`config.mk`:
```
export PLATFORM = sky130hd
export DESIGN_NAME = sorted_software_timer_scheduler
export DESIGN_NICKNAME = d
export VERILOG_FILES = /design/src/sv/sst_pkg.sv /design/src/sv/sst_alu.sv /design/src/sv/sst_mem.sv /design/src/sv/sst_list.sv /design/src/sv/sorted_software_timer_scheduler.sv
export VERILOG_INCLUDE_DIRS = /design/src /design/src/sv
export SDC_FILE = /design/constraint.sdc
export NUM_CORES = 2
export LEC_CHECK = 0
export BUFFER_PORTS_ARGS = -buffer_cell sky130_fd_sc_hd__buf_2
export CAP_MARGIN = 30
export CORE_MARGIN = 5
export CORE_UTILIZATION = 35
export CTS_BUF_LIST = sky130_fd_sc_hd__clkbuf_8 sky130_fd_sc_hd__clkbuf_16
export CTS_CLUSTER_DIAMETER = 100
export DETAILED_ROUTE_END_ITERATION = 10
export PLACE_DENSITY = 0.58
export SYNTH_ARGS = -nofsm -noshare
export SYNTH_HDL_FRONTEND = slang
export SYNTH_SLANG_ARGS = --single-unit
```
`constraint.sdc`:
```
create_clock -name clk -period 16 [get_ports clk]
set_input_delay 0.8 -clock clk [delete_from_list [all_inputs] [get_ports clk]]
set_output_delay 0.8 -clock clk [all_outputs]
set_load 0.005 [all_outputs]
```
`src/sv/sorted_software_timer_scheduler_assert.svh`:
```
// Assertion macros for the sorted software timer scheduler.
`ifndef SORTED_SOFTWARE_TIMER_SCHEDULER_ASSERT_SVH
`define SORTED_SOFTWARE_TIMER_SCHEDULER_ASSERT_SVH
`ifndef SYNTH
`define SST_ASSERT_IMP(label, ante, cons) \
  label: assert property (@(posedge clk) disable iff (!rst_n) (ante) |-> (cons)) \
    else $error("sst assertion failed");
`define SST_ASSERT_NXT(label, ante, cons) \
  label: assert property (@(posedge clk) disable iff (!rst_n) (ante) |=> (cons)) \
    else $error("sst assertion failed");
`else
`define SST_ASSERT_IMP(label, ante, cons)
`define SST_ASSERT_NXT(label, ante, cons)
`endif
`endif

```
`src/sv/sst_pkg.sv`:
```
// Shared codes for the sorted software timer scheduler.
package sst_pkg;
  localparam logic [1:0] CMD_START = 2'd0;
  localparam logic [1:0] CMD_STOP  = 2'd1;
  localparam logic [1:0] CMD_TICK  = 2'd2;

  localparam logic [1:0] LOP_NOP = 2'd0;
  localparam logic [1:0] LOP_INS = 2'd1;
  localparam logic [1:0] LOP_REM = 2'd2;

  localparam int unsigned MAX_FIRE = 16;

  typedef logic [1:0] list_op_t;
endpackage

```
`src/sv/sst_alu.sv`:
```
// Shared add/subtract unit with carry out.
module sst_alu #(
  parameter int W = 33
) (
  input  logic [W-1:0] a,
  input  logic [W-1:0] b,
  input  logic         sub,
  output logic [W:0]   y
);
  // Add, or subtract by two's complement; y[W] is carry (no borrow on subtract)
  assign y = {1'b0, a} + {1'b0, b ^ {W{sub}}} + (W+1)'(sub);
endmodule

```
`src/sv/sst_mem.sv`:
```
// Timer expiry, period and reload memories with registered read.
module sst_mem #(
  parameter int T   = 32,
  parameter int NUM = 16,
  parameter int IDW = 4
) (
  input  logic           clk,
  input  logic           exp_we,
  input  logic           aux_we,
  input  logic [IDW-1:0] waddr,
  input  logic [T-1:0]   wexp,
  input  logic [T-1:0]   wper,
  input  logic           wrel,
  input  logic [IDW-1:0] raddr,
  output logic [T-1:0]   rexp,
  output logic [T-1:0]   rper,
  output logic           rrel
);
  logic [T-1:0] exp_mem [NUM];
  logic [T:0]   aux_mem [NUM];

  // Write ports
  always_ff @(posedge clk) begin
    if (exp_we) begin
      exp_mem[waddr] <= wexp;
    end
    if (aux_we) begin
      aux_mem[waddr] <= {wrel, wper};
    end
  end

  // Registered read
  always_ff @(posedge clk) begin
    rexp <= exp_mem[raddr];
    {rrel, rper} <= aux_mem[raddr];
  end
endmodule

```
`src/sv/sst_list.sv`:
```
// Ordered list of timer ids with insert and remove at a position.
module sst_list #(
  parameter int NUM = 16,
  parameter int IDW = 4,
  parameter int PW  = 4,
  parameter int CW  = 5
) (
  input  logic              clk,
  input  logic              rst_n,
  input  sst_pkg::list_op_t op,
  input  logic [PW-1:0]     pos,
  input  logic [IDW-1:0]    new_id,
  output logic [IDW-1:0]    rd_id,
  output logic [IDW-1:0]    head_id,
  output logic [CW-1:0]     count
);
  logic [IDW-1:0] slot_r [NUM];
  logic [IDW-1:0] slot_nxt [NUM];
  logic [CW-1:0]  count_r;

  assign rd_id   = slot_r[pos];
  assign head_id = slot_r[0];
  assign count   = count_r;

  // Shift entries locally for insert or remove
  always_comb begin
    for (int i = 0; i < NUM; i++) begin
      slot_nxt[i] = slot_r[i];
      if (op == sst_pkg::LOP_INS) begin
        if (PW'(i) == pos) begin
          slot_nxt[i] = new_id;
        end else if (PW'(i) > pos && i > 0) begin
          slot_nxt[i] = slot_r[(i > 0) ? i - 1 : 0];
        end
      end else if (op == sst_pkg::LOP_REM) begin
        if (PW'(i) >= pos && i < NUM - 1) begin
          slot_nxt[i] = slot_r[(i < NUM - 1) ? i + 1 : i];
        end
      end
    end
  end

  always_ff @(posedge clk) begin
    for (int i = 0; i < NUM; i++) begin
      slot_r[i] <= slot_nxt[i];
    end
  end

  // Track occupancy
  always_ff @(posedge clk) begin
    if (!rst_n) begin
      count_r <= '0;
    end else if (op == sst_pkg::LOP_INS) begin
      count_r <= count_r + CW'(1);
    end else if (op == sst_pkg::LOP_REM) begin
      count_r <= count_r - CW'(1);
    end
  end
endmodule

```
`src/sv/sorted_software_timer_scheduler.sv`:
```
// Sorted software timer scheduler: sequencer around a shared add/subtract unit.
// Start/stop: busy through a removal scan if the timer is active, then for start a setup and insert walk.
// Tick: a head read and compare per timer; a fired auto-reload timer adds the catch-up
// remainder (negate, restoring division, two adjust steps) and an insert walk; then a finish step.
// One request at a time; busy falls in the cycle of the last result strobe; no receiver stall.
// Synchronous active-low reset clears the list count, active flags and sequencer.
module sorted_software_timer_scheduler #(
  parameter int NUM_TIMERS = 16,
  parameter int TICK_BITS  = 32
) (
  input  logic        clk,
  input  logic        rst_n,
  input  logic        start,
  output logic        busy,
  input  logic [1:0]  in_command,
  input  logic [3:0]  in_timer_id,
  input  logic [31:0] in_deadline,
  input  logic [31:0] in_reload_period,
  input  logic        in_auto_reload,
  input  logic [31:0] in_current_time,
  output logic        out_valid,
  output logic [3:0]  out_fired_id,
  output logic        out_fired,
  output logic        out_last
);
  localparam int T    = TICK_BITS;
  localparam int AW   = T + 1;
  localparam int IDW  = $clog2(NUM_TIMERS);
  localparam int PW   = IDW;
  localparam int CW   = $clog2(NUM_TIMERS + 1);
  localparam int CNTW = $clog2(T + 1);

  localparam logic [3:0] S_IDLE    = 4'd0;
  localparam logic [3:0] S_RM_SCAN = 4'd1;
  localparam logic [3:0] S_SETUP   = 4'd2;
  localparam logic [3:0] S_INS_RD  = 4'd3;
  localparam logic [3:0] S_INS_CMP = 4'd4;
  localparam logic [3:0] S_TK_RD   = 4'd5;
  localparam logic [3:0] S_TK_CMP  = 4'd6;
  localparam logic [3:0] S_NEG     = 4'd7;
  localparam logic [3:0] S_DIV     = 4'd8;
  localparam logic [3:0] S_ADJ1    = 4'd9;
  localparam logic [3:0] S_ADJ2    = 4'd10;
  localparam logic [3:0] S_FINISH  = 4'd11;

  logic [3:0]     state_r;
  logic [1:0]     cmd_r;
  logic [IDW-1:0] id_r;
  logic [T-1:0]   ins_exp_r, now_r, per_r, exp_r, mag_r, r_r;
  logic           rel_r;
  logic [CW-1:0]  ptr_r;
  logic [CNTW-1:0] cnt_r;
  logic [4:0]     fires_r;
  logic           pend_r;
  logic [IDW-1:0] pend_id_r;
  logic [NUM_TIMERS-1:0] active_r;
  logic           out_valid_r, out_fired_r, out_last_r;
  logic [3:0]     out_id_r;

  // Input conversion
  logic [63:0]    exp_ext, per_ext, now_ext;
  logic [7:0]     id_ext;
  logic [IDW-1:0] in_idx;
  logic           id_ok;
  logic [T-1:0]   per_sat;
  assign exp_ext = 64'(in_deadline);
  assign per_ext = 64'(in_reload_period);
  assign now_ext = 64'(in_current_time);
  assign id_ext  = 8'(in_timer_id);
  assign in_idx  = id_ext[IDW-1:0];
  assign id_ok   = 32'(id_ext) < 32'(NUM_TIMERS);
  assign per_sat = (per_ext > 64'({1'b0, {(T-1){1'b1}}})) ? {1'b0, {(T-1){1'b1}}}
                                                          : per_ext[T-1:0];

  // List, memories and adder
  sst_pkg::list_op_t lop;
  logic [PW-1:0]  lpos;
  logic [IDW-1:0] rd_id, head_id;
  logic [CW-1:0]  count;
  logic           exp_we, aux_we;
  logic [IDW-1:0] raddr;
  logic [T-1:0]   wexp, rexp, rper;
  logic           rrel;
  logic [AW-1:0]  alu_a, alu_b;
  logic           alu_sub;
  logic [AW:0]    alu_y;

  sst_list #(.NUM(NUM_TIMERS), .IDW(IDW), .PW(PW), .CW(CW)) u_list (
    .clk(clk), .rst_n(rst_n), .op(lop), .pos(lpos), .new_id(id_r),
    .rd_id(rd_id), .head_id(head_id), .count(count)
  );

  sst_mem #(.T(T), .NUM(NUM_TIMERS), .IDW(IDW)) u_mem (
    .clk(clk), .exp_we(exp_we), .aux_we(aux_we), .waddr(id_r), .wexp(wexp),
    .wper(per_r), .wrel(rel_r), .raddr(raddr), .rexp(rexp), .rper(rper), .rrel(rrel)
  );

  sst_alu #(.W(AW)) u_alu (.a(alu_a), .b(alu_b), .sub(alu_sub), .y(alu_y));

  logic at_end, expired;
  assign at_end  = ptr_r >= count;
  assign lpos    = (state_r == S_TK_CMP) ? '0 : ptr_r[PW-1:0];
  assign expired = (alu_y[T-1:0] == '0) || alu_y[T-1];
  assign wexp    = (state_r == S_ADJ2) ? alu_y[T-1:0] : ins_exp_r;
  assign exp_we  = (state_r == S_SETUP) || (state_r == S_ADJ2);
  assign aux_we  = (state_r == S_SETUP);
  assign raddr   = (state_r == S_TK_RD) ? head_id : rd_id;

  // Route operands to the shared adder
  always_comb begin
    alu_a   = {1'b0, ins_exp_r};
    alu_b   = {1'b0, rexp};
    alu_sub = 1'b1;
    unique case (state_r)
      S_TK_CMP: begin
        alu_a = {1'b0, rexp};
        alu_b = {1'b0, now_r};
      end
      S_NEG: begin
        alu_a = {1'b0, now_r};
        alu_b = {1'b0, exp_r};
      end
      S_DIV: begin
        alu_a = {r_r, mag_r[T-1]};
        alu_b = {1'b0, per_r};
      end
      S_ADJ1: begin
        alu_a = {1'b0, per_r};
        alu_b = {1'b0, r_r};
      end
      S_ADJ2: begin
        alu_a   = {1'b0, now_r};
        alu_b   = {1'b0, r_r};
        alu_sub = 1'b0;
      end
      default: begin
      end
    endcase
  end

  // List operation per state
  always_comb begin
    lop = sst_pkg::LOP_NOP;
    unique case (state_r)
      S_RM_SCAN: begin
        if (!at_end && rd_id == id_r) begin
          lop = sst_pkg::LOP_REM;
        end
      end
      S_INS_RD: begin
        if (at_end && 32'(count) < 32'(NUM_TIMERS)) begin
          lop = sst_pkg::LOP_INS;
        end
      end
      S_INS_CMP: begin
        if (alu_y[T-1]) begin
          lop = sst_pkg::LOP_INS;
        end
      end
      S_TK_CMP: begin
        if (expired) begin
          lop = sst_pkg::LOP_REM;
        end
      end
      default: begin
      end
    endcase
  end

  // Sequencer
  always_ff @(posedge clk) begin
    if (!rst_n) begin
      state_r     <= S_IDLE;
      active_r    <= '0;
      out_valid_r <= 1'b0;
      pend_r      <= 1'b0;
    end else begin
      out_valid_r <= 1'b0;
      unique case (state_r)
        S_IDLE: begin
          if (start) begin
            cmd_r     <= in_command;
            id_r      <= in_idx;
            ins_exp_r <= exp_ext[T-1:0];
            per_r     <= per_sat;
            rel_r     <= in_auto_reload && (per_sat != '0);
            now_r     <= now_ext[T-1:0];
            ptr_r     <= '0;
            fires_r   <= '0;
            pend_r    <= 1'b0;
            priority if (in_command == sst_pkg::CMD_START && id_ok) begin
              state_r <= active_r[in_idx] ? S_RM_SCAN : S_SETUP;
            end else if (in_command == sst_pkg::CMD_STOP && id_ok) begin
              active_r[in_idx] <= 1'b0;
              state_r <= active_r[in_idx] ? S_RM_SCAN : S_FINISH;
            end else if (in_command == sst_pkg::CMD_TICK) begin
              state_r <= S_TK_RD;
            end else begin
              state_r <= S_FINISH;
            end
          end
        end
        S_RM_SCAN: begin
          if (at_end || rd_id == id_r) begin
            state_r <= (cmd_r == sst_pkg::CMD_START) ? S_SETUP : S_FINISH;
          end else begin
            ptr_r <= ptr_r + CW'(1);
          end
        end
        S_SETUP: begin
          active_r[id_r] <= 1'b1;
          ptr_r   <= '0;
          state_r <= S_INS_RD;
        end
        S_INS_RD: begin
          if (at_end) begin
            state_r <= (cmd_r == sst_pkg::CMD_TICK) ? S_TK_RD : S_FINISH;
            ptr_r   <= '0;
          end else begin
            state_r <= S_INS_CMP;
          end
        end
        S_INS_CMP: begin
          if (alu_y[T-1]) begin
            state_r <= (cmd_r == sst_pkg::CMD_TICK) ? S_TK_RD : S_FINISH;
            ptr_r   <= '0;
          end else begin
            ptr_r   <= ptr_r + CW'(1);
            state_r <= S_INS_RD;
          end
        end
        S_TK_RD: begin
          if (count == '0 || 32'(fires_r) >= sst_pkg::MAX_FIRE) begin
            state_r <= S_FINISH;
          end else begin
            id_r    <= head_id;
            state_r <= S_TK_CMP;
          end
        end
        S_TK_CMP: begin
          if (!expired) begin
            state_r <= S_FINISH;
          end else begin
            // Release the previous fired timer, hold this one until last is known
            if (pend_r) begin
              out_valid_r <= 1'b1;
              out_fired_r <= 1'b1;
              out_last_r  <= 1'b0;
              out_id_r    <= 4'(8'(pend_id_r));
            end
            pend_r    <= 1'b1;
            pend_id_r <= id_r;
            fires_r   <= fires_r + 5'd1;
            exp_r     <= rexp;
            per_r     <= rper;
            if (rrel) begin
              state_r <= S_NEG;
            end else begin
              active_r[id_r] <= 1'b0;
              state_r <= S_TK_RD;
            end
          end
        end
        S_NEG: begin
          mag_r   <= alu_y[T-1:0];
          r_r     <= '0;
          cnt_r   <= CNTW'(T);
          state_r <= S_DIV;
        end
        S_DIV: begin
          // One restoring remainder step per cycle
          r_r   <= alu_y[AW] ? alu_y[T-1:0] : {r_r[T-2:0], mag_r[T-1]};
          mag_r <= {mag_r[T-2:0], 1'b0};
          cnt_r <= cnt_r - CNTW'(1);
          if (cnt_r == CNTW'(1)) begin
            state_r <= S_ADJ1;
          end
        end
        S_ADJ1: begin
          r_r     <= alu_y[T-1:0];
          state_r <= S_ADJ2;
        end
        S_ADJ2: begin
          ins_exp_r <= alu_y[T-1:0];
          ptr_r     <= '0;
          state_r   <= S_INS_RD;
        end
        S_FINISH: begin
          out_valid_r <= 1'b1;
          out_fired_r <= pend_r;
          out_last_r  <= 1'b1;
          out_id_r    <= pend_r ? 4'(8'(pend_id_r)) : 4'd0;
          pend_r      <= 1'b0;
          state_r     <= S_IDLE;
        end
        default: begin
          state_r <= S_IDLE;
        end
      endcase
    end
  end

  assign busy         = state_r != S_IDLE;
  assign out_valid    = out_valid_r;
  assign out_fired    = out_fired_r;
  assign out_last     = out_last_r;
  assign out_fired_id = out_id_r;

`include "sorted_software_timer_scheduler_assert.svh"
  `SST_ASSERT_IMP(a_last_idle, out_valid && out_last, !busy)
  `SST_ASSERT_IMP(a_mid_busy, out_valid && !out_last, busy)
  `SST_ASSERT_NXT(a_accept_busy, start && !busy, busy)
  `SST_ASSERT_IMP(a_count_range, 1'b1, 32'(count) <= 32'(NUM_TIMERS))
endmodule
```
==> out/metrics.yaml <==
synthFlopType: "sky130_fd_sc_hd__edfxtp_1"
cts_resizes: 0
grt_overflow_total: 0
synth.yosys.warnings: 0
ant_nets: 0
antenna_found_initial: 17
crit_chain: "and3_1, inv_4, a31oi_2, a21boi_2, inv_1, fa_1, a211oi_2, o21ai_1, a211oi_1, o21ai_1, a21boi_0, xor2_1, o2111ai_1, nand4bb_1, o21ai_2, buf_4, a22oi_1, ha_4, nor2_1, o21ai_0, nor2_1"
cp_top_family: "compound AO/OA/AOI/OAI gates"
drt_iter0_drc: 5002
setup.worst_path.end_class: "register"
grt_usage_pct: 19.7
layout-drive-gt1-share_pct: 12.2
placement.cell_area_mm2: 0.0657
synthCells: 5156
cts-root-buf: "sky130_fd_sc_hd__clkbuf_16"
max-cap-violations: 0
fin_ws_ns: 6.82
synth_top_cells_by_area: "sky130_fd_sc_hd__edfxtp_1 (64%), sky130_fd_sc_hd__nand2_1 (7.3%), sky130_fd_sc_hd__dfxtp_1 (3.0%), sky130_fd_sc_hd__o21ai_0 (2.3%), sky130_fd_sc_hd__a21oi_1 (1.5%)"
postSynthRegisterBits: 1421
worst_slew_margin_rel_pct: 29.7
postCtsHoldBufs: 0
grt_start_max_net_pins: 214
largest_register_ffs: 528
syn-mean-instance-area_um2: 12.1
dp_hpwl_um: 113000
mappedNetlistNets: 5309
synth-edff-count: 1329
synth-seq-area-share_pct: 66.9
vdd_ir_drop_max_mv: 0.276
coreArea_mm2: 0.178
first_global_vias: 40200
setup_viol: 0
router_iterations_before_antenna_repair: 10
worstPathMaxFanout: 30
routed-wl-met3_um: 11800
post-cts-setup-buffers: 0
clk_pin_slew_ns: 0.06
htreeDepth: 4
via_count_of_the_routed_design: 42400
synth-async-reset-ratio_pct: 0
max_flop_register: "u_mem.aux_mem"
worstHoldPathType: "in -> reg"
totalWireLength_um: 190000
synth.top_cells.by_count: "sky130_fd_sc_hd__edfxtp_1 (1329), sky130_fd_sc_hd__nand2_1 (1213), sky130_fd_sc_hd__o21ai_0 (286), sky130_fd_sc_hd__nor2_1 (247), sky130_fd_sc_hd__clkbuf_1 (213)"
synth.most_common_cell: "sky130_fd_sc_hd__edfxtp_1"
min_period_ns: 9.18
timing.final.max_slew_violations: 0
finClkSkew_ns: 0.0369
total_leakage_power_nw: 24.1
top_level_ports: 114
tritoncts_num_sinks: 1421
postLayoutCellArea_mm2: 0.0709
critPathBufInv: 3
largest_registers: "u_mem.aux_mem: 528 flops, u_mem.exp_mem: 512 flops, u_list.slot_r: 64 flops"
yosysTopAreaCellShare_pct: 64.0
via_per_inst: 5.52
timing.critical_path.required_ns: 16.45
cts_made_buffers: 154
fill_cells: 16700
synth.lib_cells_used.distinct: 97
totalNegativeSetupSlack_ns: 0
fin_nets: 5338
p_per_area_mw_per_mm2: 219
fp-row-count: 155
final_hold_viol_count: 0
worstSkewPairLatency_ns: 0.80
layout_worst_path_cycle_share_pct: 57.3
sum_of_met2_wire_segment_lengths_after_detailed_routing_um: 86400
cp_slowest_stage_delay_ns: 1.01
cell_area_after_technology_mapping_mm2: 0.0624
clk_path_buf_depth: 3
critical-path-slowest-cell: "sky130_fd_sc_hd__dfxtp_1"
top_layer_in_use: "met4"
die-width_um: 432
die_height_um: 432
critPathKind: "reg -> reg"
cp.arrival_ns: 9.62
fmax_mhz: 109
placement.setup.worst_slack_ns: 6.90
first_pass_grt_wire_length_um: 276000
most_area_hungry_cell_type_in_the_yosys_netlist: "sky130_fd_sc_hd__edfxtp_1"
die_area_mm2: 0.187
detailed_route_drc_error_count: 0
clock_tree_from_tritoncts: "done"
start_util_pct: 35.1
port_buffers: 113
run_status: "finished, final reports clean"
syn2layout_area_growth_pct: 13.7
worst-slew-pin-transition_ns: 1.05
worst_setup_path_start_kind: "register"
wl_per_cell_um: 24.7
rsz_0062_raised_after_global_routing: "false"
route.layer.met1.wl_um: 83900
gp_congestion: 0.949
==> routing by layer <==
metal | track usage (%) | vias to the layer above
met5 | 0 | -
met4 | 8.21 | 0
met3 | 2.70 | 312
met2 | 30.6 | 1564
met1 | 28.0 | 21300
li1 | - | 19200
==> cell families (layout without fill, tap and decap cells) <==
| family | count (synthesis) | count (layout) | synth area share, % |
|---|---|---|---|
| simple gates | 1964 | 1964 | 13.6 |
| buf+inv | 398 | 558 | 2.88 |
| fa+ha+maj | 48 | 48 | 0.983 |
| mux | 119 | 119 | 2.17 |
| other cells | 0 | 8 | 0 |
| flops | 1421 | 1421 | 66.9 |
| xor+xnor | 66 | 66 | 0.927 |
| compound gates | 1140 | 1140 | 12.5 |
==> worst register-to-register path, cell delays in order (launching register included) <==
cell and delay, ns:
sky130_fd_sc_hd__dfxtp_1 1.01, sky130_fd_sc_hd__and3_1 0.91, sky130_fd_sc_hd__inv_4 0.36, sky130_fd_sc_hd__a31oi_2 0.42
sky130_fd_sc_hd__a21boi_2 0.38, sky130_fd_sc_hd__inv_1 0.16, sky130_fd_sc_hd__fa_1 0.52, sky130_fd_sc_hd__a211oi_2 0.36
sky130_fd_sc_hd__o21ai_1 0.22, sky130_fd_sc_hd__a211oi_1 0.86, sky130_fd_sc_hd__o21ai_1 0.36, sky130_fd_sc_hd__a21boi_0 0.29
sky130_fd_sc_hd__xor2_1 0.40, sky130_fd_sc_hd__o2111ai_1 0.16, sky130_fd_sc_hd__nand4bb_1 0.28, sky130_fd_sc_hd__o21ai_2 0.27
sky130_fd_sc_hd__buf_4 0.36, sky130_fd_sc_hd__a22oi_1 0.20, sky130_fd_sc_hd__ha_4 0.36, sky130_fd_sc_hd__nor2_1 0.37
sky130_fd_sc_hd__o21ai_0 0.24, sky130_fd_sc_hd__nor2_1 0.34
==> final timing paths <==
kind / from / end / slack [ns] / cells past startpoint
setup / recovery: state_r[1] / u_list.slot_r[2][0] / 6.82 / 21
hold / removal: in_current_time[4] / now_r[4] / 0.18 / 1
setup reg to reg: state_r[1] / u_list.slot_r[2][0] / 6.82 / 21
hold reg to reg: u_mem.rexp[18] / exp_r[18] / 0.47 / 0
==> cells in the final DEF, fill, tap and decap left out, drive strengths merged, types with 13 or more instances in the layout <==
cell type  count
a211oi       144
a21o          26
a21oi        191
a221o         67
a222oi        62
a31oi        143
and2         143
buf          238
clkbuf       169
clkinv        63
dfxtp         92
edfxtp      1329
ha            45
inv           73
mux2          39
mux2i         72
nand2       1213
nand2b        28
nand3        189
nand4         13
nor2         247
nor2b         13
nor3          25
nor4          25
o21ai        322
o221ai        17
o22ai         71
xnor2         47
xor2          19
==> cell type report <==
| cell class | count | area, µm² | share of cell area, % |
|---|---|---|---|
| antenna | 8 | 20.0 | 0.0282 |
| clock buffer | 168 | 4050 | 5.71 |
| clock inverter | 119 | 1100 | 1.56 |
| inverter | 32 | 123 | 0.173 |
| multi-input combinational | 3337 | 19200 | 27.1 |
| sequential | 1421 | 41800 | 58.9 |
| tap | 2355 | 2950 | 4.16 |
| timing repair buffer | 239 | 1710 | 2.41 |
==> stage by stage <==
stage	power, W	hold slack [ns]	std cells	util (%)
after floorplan	0.00968	0.424	5156	-
after global routing	0.0164	0.136	7678	39.9
after global placement	0.0119	0.472	7369	36.8
after detailed placement	0.0119	0.475	7380	36.9
final	0.0155	0.176	7679	39.9
after CTS	0.0155	0.113	7667	39.8
==> report_power, final <==
part           internal (W)  switching, W  leakage (nW)
Clock               0.00202       0.00152          2.63
Sequential          0.00461      0.000300          12.7
Combinational       0.00224       0.00482          8.71
Total               0.00888       0.00665          24.1
Note: power is estimated with default switching activity, not from simulation.
